==> src/sv/eebe_pkg.sv <==
`timescale 1ns / 1ps
`default_nettype none

package eebe_pkg;

    localparam int COORD_W = 16;
    localparam int VEC_W   = 20;
    localparam int TERM_W  = 18;
    localparam int ACC_W   = 21;
    localparam int PROD_W  = 2 * TERM_W;

    localparam logic [1:0] KIND_VALUE    = 2'd0;
    localparam logic [1:0] KIND_CURL     = 2'd1;
    localparam logic [1:0] KIND_PERP     = 2'd2;
    localparam logic [1:0] KIND_DIV_PERP = 2'd3;

    localparam logic [2:0] TYPE_LINE  = 3'd0;
    localparam logic [2:0] TYPE_TRI   = 3'd1;
    localparam logic [2:0] TYPE_QUAD  = 3'd2;
    localparam logic [2:0] TYPE_TET   = 3'd3;
    localparam logic [2:0] TYPE_HEX   = 3'd4;
    localparam logic [2:0] TYPE_PRISM = 3'd5;

    localparam logic [1:0] STATUS_OK        = 2'd0;
    localparam logic [1:0] STATUS_BAD_EDGE  = 2'd1;
    localparam logic [1:0] STATUS_BAD_TYPE  = 2'd2;

    localparam logic [1:0] SRC_LIN = 2'd0;
    localparam logic [1:0] SRC_P1  = 2'd1;
    localparam logic [1:0] SRC_P2  = 2'd2;

    // Q14 constants
    localparam logic signed [TERM_W-1:0] ONE_Q14     = 18'sd16384;
    localparam logic signed [TERM_W-1:0] TWO_Q14     = 18'sd32768;
    localparam logic signed [TERM_W-1:0] HALF_Q14    = 18'sd8192;
    localparam logic signed [TERM_W-1:0] QUARTER_Q14 = 18'sd4096;

    localparam logic signed [ACC_W-1:0] VEC_MAX = 21'sd524287;
    localparam logic signed [ACC_W-1:0] VEC_MIN = -21'sd524288;

    typedef struct packed {
        logic [1:0]                kind;
        logic [2:0]                element_type;
        logic [3:0]                edge_number;
        logic                      edge_reversed;
        logic signed [COORD_W-1:0] coord_u;
        logic signed [COORD_W-1:0] coord_v;
        logic signed [COORD_W-1:0] coord_w;
    } in_word_t;

    typedef struct packed {
        logic signed [VEC_W-1:0] vec_x;
        logic signed [VEC_W-1:0] vec_y;
        logic signed [VEC_W-1:0] vec_z;
        logic [1:0]              status;
    } out_word_t;

endpackage

`default_nettype wire

==> src/sv/edge_element_basis_evaluator_top.sv <==
`timescale 1ns / 1ps
`default_nettype none

// First-order edge-element basis evaluator. Each input word names a result
// kind (value, curl, perpendicular facet, divergence of perpendicular facet),
// a reference element type, a local edge, an orientation bit and a point
// u, v, w in signed Q2.14; the block returns one vector in signed Q6.14,
// saturated, with a status code (bad edge or unknown type gives a zero
// vector). The block holds no state: a word passes an input register, one
// stage of logic built around two 18x18 multipliers, and a result register,
// and one word is taken every cycle while the result side keeps up.

module edge_element_basis_evaluator_top (
    input  wire                      aclk,
    input  wire                      aresetn,
    input  wire                      s_valid,
    output logic                     s_ready,
    input  wire eebe_pkg::in_word_t  s_data,
    output logic                     m_valid,
    input  wire                      m_ready,
    output eebe_pkg::out_word_t      m_data
);

    eebe_pkg::in_word_t  in_reg;
    logic                in_valid_reg;
    logic                in_valid_next;
    eebe_pkg::out_word_t out_reg;
    eebe_pkg::out_word_t out_next;
    logic                out_valid_reg;
    logic                out_valid_next;
    logic                out_free;

    logic signed [eebe_pkg::TERM_W-1:0] u, v, w, nu, nv, nw;
    logic signed [eebe_pkg::TERM_W-1:0] omu, opu, omv, opv, omw, opw;
    logic signed [eebe_pkg::TERM_W-1:0] umo, vmo, wmo, nopu, nopv, nopw;
    logic signed [eebe_pkg::TERM_W-1:0] omvw, omuw, omuv;

    logic [1:0]                         st;
    logic                               is_curl;
    logic                               mul_hex;
    logic signed [eebe_pkg::TERM_W-1:0] a1, b1, a2, b2;
    logic [1:0]                         src_x, src_y, src_z;
    logic signed [eebe_pkg::TERM_W-1:0] lin_x, lin_y, lin_z;
    logic [1:0]                         sh_x, sh_y, sh_z;

    logic signed [eebe_pkg::PROD_W-1:0] p1, p2, p1_r17, p1_r15, p2_r15;
    logic signed [eebe_pkg::ACC_W-1:0]  r1, r2;
    logic signed [eebe_pkg::ACC_W-1:0]  c_x, c_y, c_z;
    logic signed [eebe_pkg::ACC_W-1:0]  n_x, n_y, n_z;
    logic signed [eebe_pkg::ACC_W-1:0]  o_x, o_y, o_z;

    function automatic logic signed [eebe_pkg::ACC_W-1:0] rnd_lin(
        input logic signed [eebe_pkg::TERM_W-1:0] x,
        input logic [1:0]                         sh
    );
        logic signed [eebe_pkg::ACC_W-1:0] xe;
        logic signed [eebe_pkg::ACC_W-1:0] res;
        xe = eebe_pkg::ACC_W'(x);
        case (sh)
            2'd0:    res = xe;
            2'd1:    res = (xe + 21'sd1) >>> 1;
            2'd2:    res = (xe + 21'sd2) >>> 2;
            2'd3:    res = (xe + 21'sd4) >>> 3;
            default: res = xe;
        endcase
        return res;
    endfunction

    function automatic logic signed [eebe_pkg::ACC_W-1:0] sel_src(
        input logic [1:0]                        src,
        input logic signed [eebe_pkg::ACC_W-1:0] lin,
        input logic signed [eebe_pkg::ACC_W-1:0] q1,
        input logic signed [eebe_pkg::ACC_W-1:0] q2
    );
        logic signed [eebe_pkg::ACC_W-1:0] res;
        case (src)
            eebe_pkg::SRC_P1: res = q1;
            eebe_pkg::SRC_P2: res = q2;
            default:          res = lin;
        endcase
        return res;
    endfunction

    function automatic logic signed [eebe_pkg::VEC_W-1:0] sat(
        input logic signed [eebe_pkg::ACC_W-1:0] x
    );
        logic signed [eebe_pkg::VEC_W-1:0] res;
        if (x > eebe_pkg::VEC_MAX) begin
            res = eebe_pkg::VEC_MAX[eebe_pkg::VEC_W-1:0];
        end else if (x < eebe_pkg::VEC_MIN) begin
            res = eebe_pkg::VEC_MIN[eebe_pkg::VEC_W-1:0];
        end else begin
            res = x[eebe_pkg::VEC_W-1:0];
        end
        return res;
    endfunction

    // handshake
    assign out_free = !out_valid_reg || m_ready;
    assign s_ready  = !in_valid_reg || out_free;
    assign m_valid  = out_valid_reg;
    assign m_data   = out_reg;

    always_comb begin
        in_valid_next = in_valid_reg;
        if (s_ready) begin
            in_valid_next = s_valid;
        end
        out_valid_next = out_valid_reg;
        if (out_free) begin
            out_valid_next = in_valid_reg;
        end
    end

    always_ff @(posedge aclk) begin
        if (!aresetn) begin
            in_valid_reg  <= 1'b0;
            out_valid_reg <= 1'b0;
        end else begin
            in_valid_reg  <= in_valid_next;
            out_valid_reg <= out_valid_next;
        end
    end

    always_ff @(posedge aclk) begin
        if (s_valid && s_ready) begin
            in_reg <= s_data;
        end
        if (out_free && in_valid_reg) begin
            out_reg <= out_next;
        end
    end

    // coordinate terms
    always_comb begin
        u    = eebe_pkg::TERM_W'(in_reg.coord_u);
        v    = eebe_pkg::TERM_W'(in_reg.coord_v);
        w    = eebe_pkg::TERM_W'(in_reg.coord_w);
        nu   = -u;
        nv   = -v;
        nw   = -w;
        omu  = eebe_pkg::ONE_Q14 - u;
        opu  = eebe_pkg::ONE_Q14 + u;
        omv  = eebe_pkg::ONE_Q14 - v;
        opv  = eebe_pkg::ONE_Q14 + v;
        omw  = eebe_pkg::ONE_Q14 - w;
        opw  = eebe_pkg::ONE_Q14 + w;
        umo  = u - eebe_pkg::ONE_Q14;
        vmo  = v - eebe_pkg::ONE_Q14;
        wmo  = w - eebe_pkg::ONE_Q14;
        nopu = -eebe_pkg::ONE_Q14 - u;
        nopv = -eebe_pkg::ONE_Q14 - v;
        nopw = -eebe_pkg::ONE_Q14 - w;
        omvw = eebe_pkg::ONE_Q14 - v - w;
        omuw = eebe_pkg::ONE_Q14 - u - w;
        omuv = eebe_pkg::ONE_Q14 - u - v;
    end

    // per-edge decode
    always_comb begin
        is_curl = (in_reg.kind == eebe_pkg::KIND_CURL) ||
                  (in_reg.kind == eebe_pkg::KIND_DIV_PERP);
        st      = eebe_pkg::STATUS_OK;
        mul_hex = 1'b0;
        a1      = '0;
        b1      = '0;
        a2      = '0;
        b2      = '0;
        src_x   = eebe_pkg::SRC_LIN;
        src_y   = eebe_pkg::SRC_LIN;
        src_z   = eebe_pkg::SRC_LIN;
        lin_x   = '0;
        lin_y   = '0;
        lin_z   = '0;
        sh_x    = 2'd0;
        sh_y    = 2'd0;
        sh_z    = 2'd0;
        case (in_reg.element_type)
            eebe_pkg::TYPE_LINE: begin
                if (in_reg.edge_number != 4'd1) begin
                    st = eebe_pkg::STATUS_BAD_EDGE;
                end else if (!is_curl) begin
                    lin_x = eebe_pkg::HALF_Q14;
                end
            end
            eebe_pkg::TYPE_TRI: begin
                case (in_reg.edge_number)
                    4'd1: begin
                        if (is_curl) begin
                            lin_z = eebe_pkg::TWO_Q14;
                        end else begin
                            lin_x = omv; lin_y = u;
                        end
                    end
                    4'd2: begin
                        if (is_curl) begin
                            lin_z = -eebe_pkg::TWO_Q14;
                        end else begin
                            lin_x = v; lin_y = omu;
                        end
                    end
                    4'd3: begin
                        if (is_curl) begin
                            lin_z = eebe_pkg::TWO_Q14;
                        end else begin
                            lin_x = nv; lin_y = u;
                        end
                    end
                    default: st = eebe_pkg::STATUS_BAD_EDGE;
                endcase
            end
            eebe_pkg::TYPE_QUAD: begin
                case (in_reg.edge_number)
                    4'd1: begin
                        if (is_curl) begin
                            lin_z = eebe_pkg::QUARTER_Q14;
                        end else begin
                            lin_x = omv; sh_x = 2'd2;
                        end
                    end
                    4'd2: begin
                        if (is_curl) begin
                            lin_z = -eebe_pkg::QUARTER_Q14;
                        end else begin
                            lin_y = omu; sh_y = 2'd2;
                        end
                    end
                    4'd3: begin
                        if (is_curl) begin
                            lin_z = eebe_pkg::QUARTER_Q14;
                        end else begin
                            lin_y = opu; sh_y = 2'd2;
                        end
                    end
                    4'd4: begin
                        if (is_curl) begin
                            lin_z = eebe_pkg::QUARTER_Q14;
                        end else begin
                            lin_x = nopv; sh_x = 2'd2;
                        end
                    end
                    default: st = eebe_pkg::STATUS_BAD_EDGE;
                endcase
            end
            eebe_pkg::TYPE_TET: begin
                case (in_reg.edge_number)
                    4'd1: begin
                        if (is_curl) begin
                            lin_y = -eebe_pkg::TWO_Q14; lin_z = eebe_pkg::TWO_Q14;
                        end else begin
                            lin_x = omvw; lin_y = u; lin_z = u;
                        end
                    end
                    4'd2: begin
                        if (is_curl) begin
                            lin_x = eebe_pkg::TWO_Q14; lin_z = -eebe_pkg::TWO_Q14;
                        end else begin
                            lin_x = v; lin_y = omuw; lin_z = v;
                        end
                    end
                    4'd3: begin
                        if (is_curl) begin
                            lin_x = -eebe_pkg::TWO_Q14; lin_y = eebe_pkg::TWO_Q14;
                        end else begin
                            lin_x = w; lin_y = w; lin_z = omuv;
                        end
                    end
                    4'd4: begin
                        if (is_curl) begin
                            lin_z = eebe_pkg::TWO_Q14;
                        end else begin
                            lin_x = nv; lin_y = u;
                        end
                    end
                    4'd5: begin
                        if (is_curl) begin
                            lin_y = -eebe_pkg::TWO_Q14;
                        end else begin
                            lin_x = nw; lin_z = u;
                        end
                    end
                    4'd6: begin
                        if (is_curl) begin
                            lin_x = eebe_pkg::TWO_Q14;
                        end else begin
                            lin_y = nw; lin_z = v;
                        end
                    end
                    default: st = eebe_pkg::STATUS_BAD_EDGE;
                endcase
            end
            eebe_pkg::TYPE_HEX: begin
                mul_hex = 1'b1;
                sh_x    = 2'd3;
                sh_y    = 2'd3;
                sh_z    = 2'd3;
                case (in_reg.edge_number)
                    4'd1: begin
                        a1 = omv; b1 = omw; src_x = eebe_pkg::SRC_P1;
                        lin_y = vmo; lin_z = omw;
                    end
                    4'd6: begin
                        a1 = nopv; b1 = omw; src_x = eebe_pkg::SRC_P1;
                        lin_y = opv; lin_z = omw;
                    end
                    4'd9: begin
                        a1 = omv; b1 = opw; src_x = eebe_pkg::SRC_P1;
                        lin_y = omv; lin_z = opw;
                    end
                    4'd12: begin
                        a1 = nopv; b1 = opw; src_x = eebe_pkg::SRC_P1;
                        lin_y = nopv; lin_z = opw;
                    end
                    4'd2: begin
                        a1 = omu; b1 = omw; src_y = eebe_pkg::SRC_P1;
                        lin_x = omu; lin_z = wmo;
                    end
                    4'd4: begin
                        a1 = opu; b1 = omw; src_y = eebe_pkg::SRC_P1;
                        lin_x = opu; lin_z = omw;
                    end
                    4'd10: begin
                        a1 = omu; b1 = opw; src_y = eebe_pkg::SRC_P1;
                        lin_x = umo; lin_z = nopw;
                    end
                    4'd11: begin
                        a1 = opu; b1 = opw; src_y = eebe_pkg::SRC_P1;
                        lin_x = nopu; lin_z = opw;
                    end
                    4'd3: begin
                        a1 = omu; b1 = omv; src_z = eebe_pkg::SRC_P1;
                        lin_x = umo; lin_y = omv;
                    end
                    4'd5: begin
                        a1 = opu; b1 = omv; src_z = eebe_pkg::SRC_P1;
                        lin_x = nopu; lin_y = vmo;
                    end
                    4'd7: begin
                        a1 = opu; b1 = opv; src_z = eebe_pkg::SRC_P1;
                        lin_x = opu; lin_y = nopv;
                    end
                    4'd8: begin
                        a1 = omu; b1 = opv; src_z = eebe_pkg::SRC_P1;
                        lin_x = omu; lin_y = opv;
                    end
                    default: st = eebe_pkg::STATUS_BAD_EDGE;
                endcase
                // the value uses only the product, the curl only the linear terms
                if (is_curl) begin
                    src_x = eebe_pkg::SRC_LIN;
                    src_y = eebe_pkg::SRC_LIN;
                    src_z = eebe_pkg::SRC_LIN;
                end else begin
                    lin_x = '0;
                    lin_y = '0;
                    lin_z = '0;
                end
            end
            eebe_pkg::TYPE_PRISM: begin
                case (in_reg.edge_number)
                    4'd1: begin
                        if (is_curl) begin
                            lin_x = u; sh_x = 2'd1; lin_y = vmo; sh_y = 2'd1; lin_z = omw;
                        end else begin
                            a1 = omv; b1 = omw; a2 = u; b2 = omw;
                        end
                    end
                    4'd2: begin
                        if (is_curl) begin
                            lin_x = omu; sh_x = 2'd1; lin_y = nv; sh_y = 2'd1; lin_z = wmo;
                        end else begin
                            a1 = v; b1 = omw; a2 = omu; b2 = omw;
                        end
                    end
                    4'd3: begin
                        if (is_curl) begin
                            lin_x = -eebe_pkg::HALF_Q14; lin_y = eebe_pkg::HALF_Q14;
                        end else begin
                            lin_z = omuv; sh_z = 2'd1;
                        end
                    end
                    4'd4: begin
                        if (is_curl) begin
                            lin_x = u; sh_x = 2'd1; lin_y = v; sh_y = 2'd1; lin_z = omw;
                        end else begin
                            a1 = nv; b1 = omw; a2 = u; b2 = omw;
                        end
                    end
                    4'd5: begin
                        if (is_curl) begin
                            lin_y = -eebe_pkg::HALF_Q14;
                        end else begin
                            lin_z = u; sh_z = 2'd1;
                        end
                    end
                    4'd6: begin
                        if (is_curl) begin
                            lin_x = eebe_pkg::HALF_Q14;
                        end else begin
                            lin_z = v; sh_z = 2'd1;
                        end
                    end
                    4'd7: begin
                        if (is_curl) begin
                            lin_x = nu; sh_x = 2'd1; lin_y = omv; sh_y = 2'd1; lin_z = opw;
                        end else begin
                            a1 = omv; b1 = opw; a2 = u; b2 = opw;
                        end
                    end
                    4'd8: begin
                        if (is_curl) begin
                            lin_x = umo; sh_x = 2'd1; lin_y = v; sh_y = 2'd1; lin_z = nopw;
                        end else begin
                            a1 = v; b1 = opw; a2 = omu; b2 = opw;
                        end
                    end
                    4'd9: begin
                        if (is_curl) begin
                            lin_x = nu; sh_x = 2'd1; lin_y = nv; sh_y = 2'd1; lin_z = opw;
                        end else begin
                            a1 = nv; b1 = opw; a2 = u; b2 = opw;
                        end
                    end
                    default: st = eebe_pkg::STATUS_BAD_EDGE;
                endcase
                // products of edges 1, 2, 4, 7, 8 and 9 feed x and y
                if (!is_curl && (in_reg.edge_number == 4'd1 || in_reg.edge_number == 4'd2 ||
                                 in_reg.edge_number == 4'd4 || in_reg.edge_number == 4'd7 ||
                                 in_reg.edge_number == 4'd8 || in_reg.edge_number == 4'd9)) begin
                    src_x = eebe_pkg::SRC_P1;
                    src_y = eebe_pkg::SRC_P2;
                end
            end
            default: st = eebe_pkg::STATUS_BAD_TYPE;
        endcase
    end

    // products, rounded half up
    always_comb begin
        p1     = a1 * b1;
        p2     = a2 * b2;
        p1_r17 = (p1 + (eebe_pkg::PROD_W'(1) <<< 16)) >>> 17;
        p1_r15 = (p1 + (eebe_pkg::PROD_W'(1) <<< 14)) >>> 15;
        p2_r15 = (p2 + (eebe_pkg::PROD_W'(1) <<< 14)) >>> 15;
        r1     = mul_hex ? p1_r17[eebe_pkg::ACC_W-1:0] : p1_r15[eebe_pkg::ACC_W-1:0];
        r2     = p2_r15[eebe_pkg::ACC_W-1:0];
    end

    // orientation, rotation and saturation
    always_comb begin
        c_x = sel_src(src_x, rnd_lin(lin_x, sh_x), r1, r2);
        c_y = sel_src(src_y, rnd_lin(lin_y, sh_y), r1, r2);
        c_z = sel_src(src_z, rnd_lin(lin_z, sh_z), r1, r2);
        if (in_reg.edge_reversed) begin
            n_x = -c_x;
            n_y = -c_y;
            n_z = -c_z;
        end else begin
            n_x = c_x;
            n_y = c_y;
            n_z = c_z;
        end
        case (in_reg.kind)
            eebe_pkg::KIND_PERP: begin
                o_x = -n_y;
                o_y = n_x;
                o_z = n_z;
            end
            eebe_pkg::KIND_DIV_PERP: begin
                o_x = -n_z;
                o_y = n_y;
                o_z = '0;
            end
            default: begin
                o_x = n_x;
                o_y = n_y;
                o_z = n_z;
            end
        endcase
        out_next.status = st;
        if (st != eebe_pkg::STATUS_OK) begin
            out_next.vec_x = '0;
            out_next.vec_y = '0;
            out_next.vec_z = '0;
        end else begin
            out_next.vec_x = sat(o_x);
            out_next.vec_y = sat(o_y);
            out_next.vec_z = sat(o_z);
        end
    end

endmodule

`default_nettype wire
==> config.mk <==
export PLATFORM = sky130hd
export DESIGN_NAME = edge_element_basis_evaluator_top
export DESIGN_NICKNAME = d
export VERILOG_FILES = /design/src/sv/eebe_pkg.sv /design/src/sv/edge_element_basis_evaluator_top.sv
export SDC_FILE = /design/constraint.sdc
export NUM_CORES = 2
export LEC_CHECK = 0
export ABC_AREA = 1
export BUFFER_PORTS_ARGS = -buffer_cell sky130_fd_sc_hd__clkbuf_2
export CELL_PAD_IN_SITES_DETAIL_PLACEMENT = 1
export CELL_PAD_IN_SITES_GLOBAL_PLACEMENT = 1
export CORE_UTILIZATION = 40
export CTS_CLUSTER_SIZE = 16
export DETAILED_ROUTE_END_ITERATION = 6
export GPL_ROUTABILITY_DRIVEN = 0
export PLACE_DENSITY_LB_ADDON = 0.1
export SYNTH_ARGS = -nofsm -noshare
export SYNTH_HDL_FRONTEND = slang
export SYNTH_SLANG_ARGS = --single-unit
export TNS_END_PERCENT = 5
==> constraint.sdc <==
create_clock -name aclk -period 13 [get_ports aclk]
set_clock_uncertainty 0.15 [all_clocks]
set_input_delay 2.6 -clock aclk [delete_from_list [all_inputs] [get_ports aclk]]
set_output_delay 2.6 -clock aclk [all_outputs]
set_load 0.01 [all_outputs]
==> metrics.cfg <==
[floorplanning]
rows=125
ios=126
start_util_pct=40.5
coreArea_um2=117000
dieWidth_um=346
die-area_um2=120000
die_y_um=346

[route]
wl_met2_um=96900
viasPerCell=5.88
wirelength_um=228000
dr.pass1.iters=6
met3_wirelength_um=22600
wl_met1_um=93100
drt-wirelength-per-cell_um=26.0
drt-initial-drc-count=5241
drc_errors=0
drt.antenna.violating_nets=0
vias=51500
top_layer=met5

[yosys]
synth.distinct_cells=75
ys_seq_area_share_pct=7.71
synth_edf_count=120
ys_ff_latch=122
async_reset_ff_share_pct=0
syn_nets=8089
synthCells=7116
synth.avg_cell_area_um2=6.64
synth_area_um2=47300
synth_warnings=0
ys.flop_type=edfxtp_1

[timing]
max_slew_margin_pct=20.0
setup_viol=0
fmax_ghz=0.0808
rsz0062_at_grt=no
tightest_slew_ns=1.19
hold_violations=0
setup-tns-final_ns=0
slew_viol_final=0
finalCritPeriodShare_pct=95.2
period_needed_ns=12.37

[cells_and_area]
drive_gt1_share_pct=8.60
fillers=15400
finalNetCount=8204
largest_reg_flops=62
syn_to_final_growth_pct=7.78
finalInstanceArea_um2=50900

[global_routing]
grt_max_degree=75
grt_usage_pct=38.1
grt_pass1_wl_um=341000
grt_antenna_before_repair=6
overflow=0
grt_pass1_vias=53300

[run_status]
outcome=completed

[cts]
numCtsBuffers=17
clkSinkCount=122
cts.htree.levels=4
cts_max_path_buffers=2
cts_tree=built
cts_hold_buf=0
cts_root_buffer=clkbuf_16
clk_pin_slew_ns=0.07
clk_latency_ns=0.53

[min_path]
hold_end=m_valid
hp-class=register to register
worstHoldStart=m_valid
hold_depth=2

[power_and_ir_drop]
peakVddDrop_v=0.000115
p_leak_nw=25.9
p_per_area_nw_per_um2=42.9
p_total_mw=2.18

[place]
placed_cell_area_um2=50300
detailed_place_hpwl_um=186000
io_buffers=125

[setup_path]
r2r_slack_ns=0.63
critical_path_class=register to register
worstSetupStartpointType=register
cp-startpoint=in_reg[51]
critPathCaptureType=register
critPathTopFamily=adder cells
cp.arrival_ns=12.50
cp_data_required_time_ns=13.13
path_buf_inv=15
timing.rr.start=in_reg[51]
cp_max_fo=15
critPathMostFrequentCell=inv_1
cpPeakStageDelay_ns=0.56
reg2reg_to=m_data[60]
ff2ff_path_depth=58
worst_path_max_delay_cell=fa_1

[job]
cap_violations=0

==> cells in the mapped netlist, types with 20 or more instances <==
master    instances  area share, %
a21oi_1         329            3.5
a221oi_1         22           0.41
a31oi_1          22           0.29
buf_1            23           0.18
buf_2            36           0.38
clkbuf_1        138            1.1
clkinv_1         35           0.28
edfxtp_1        120            7.6
fa_1            650             28
ha_1            261            6.9
inv_1          1359             11
inv_2            41           0.33
nand2_1        1770             14
nand2_2          64           0.85
nand3_1         454            4.8
nand3_2          20           0.42
nand4_1          96            1.3
nor2_1          685            5.4
nor2_2           57           0.75
nor3_1           45           0.48
o211ai_1         33           0.52
o21ai_0         333            3.5
o21ai_1          28           0.30
o221ai_1         21           0.39
o22ai_1         159            2.1
or2_2            22           0.29
xnor2_1          35           0.65
xor2_1           51           0.95
==> routing by layer <==
metal  global-route usage (%)  vias to the layer above
met4                     21.8                        2
met5                        0                        -
li1                         -                    22700
met3                     10.0                      730
met2                     58.0                     2567
met1                     48.9                    25600
==> power breakdown <==
part | internal [mW] | switching [mW]
Sequential | 0.471 | 0.0269
Clock | 0.262 | 0.224
Combinational | 0.324 | 0.875
==> cells by family after synthesis <==
logic type      synth area share [%]
xor+xnor                        1.66
flops                           7.71
simple gates                    29.7
compound gates                  13.1
buf+inv                         13.3
fa+ha+maj                       34.4
==> final cells by class <==
type	count	area, um2	area share [%]
multi-input cells	5347	37400	73.4
inverters	1436	5400	10.6
flip-flops and latches	122	3640	7.15
repair buffers	307	2020	3.96
well taps	1524	1910	3.74
clock buffers	19	433	0.850
clock inverters	13	121	0.238
diodes	3	7.51	0.0147
==> worst max path at each step <==
stage,end,slack (ns),cells after the start
floorplan,m_data[59],1.98,57
global placement,m_data[51],0.59,58
detailed placement,m_data[55],0.25,58
CTS,m_data[55],0.20,58
global route,m_data[55],0.008,56
finish,m_data[60],0.63,58
==> cells in the final DEF (no fill, tap or decap), types with 159 or more instances in the layout <==
master,netlist,layout
ha_1,261,261
inv_1,1359,1353
o22ai_1,159,159
buf_4,8,180
a21oi_1,329,327
nand2_1,1770,1764
o21ai_0,333,328
nor2_1,685,679
fa_1,650,650
nand3_1,454,452
==> worst register-to-register path: cells and delay by family (launching register included) <==
| kind | cells | cell delay, ns |
|---|---|---|
| AO/OA/AOI/OAI | 9 | 1.89 |
| AND/OR/NAND/NOR | 24 | 3.06 |
| flip-flops | 1 | 0.48 |
| adder cells (fa/ha/maj) | 10 | 4.27 |
| buffers and inverters | 15 | 2.29 |
==> timing repair <==
| item | 4_1_cts | 5_1_grt |
|---|---|---|
| setup endpoints to repair | 0 | 43 |
| setup buffers | 0 | 0 |
| resized for setup | 0 | 28 |
==> metrics by stage <==
step,hold WS (ns),utilization (%),worst slack [ns],instances
after floorplan,0.297,-,1.98,7116
after global placement,0.360,43.1,0.589,8736
after detailed placement,0.372,43.1,0.253,8736
after CTS,0.381,43.6,0.203,8768
after global routing,0.411,43.7,0.00750,8768
final,0.376,43.7,0.626,8771
Note: power is estimated with default switching activity, not from simulation.
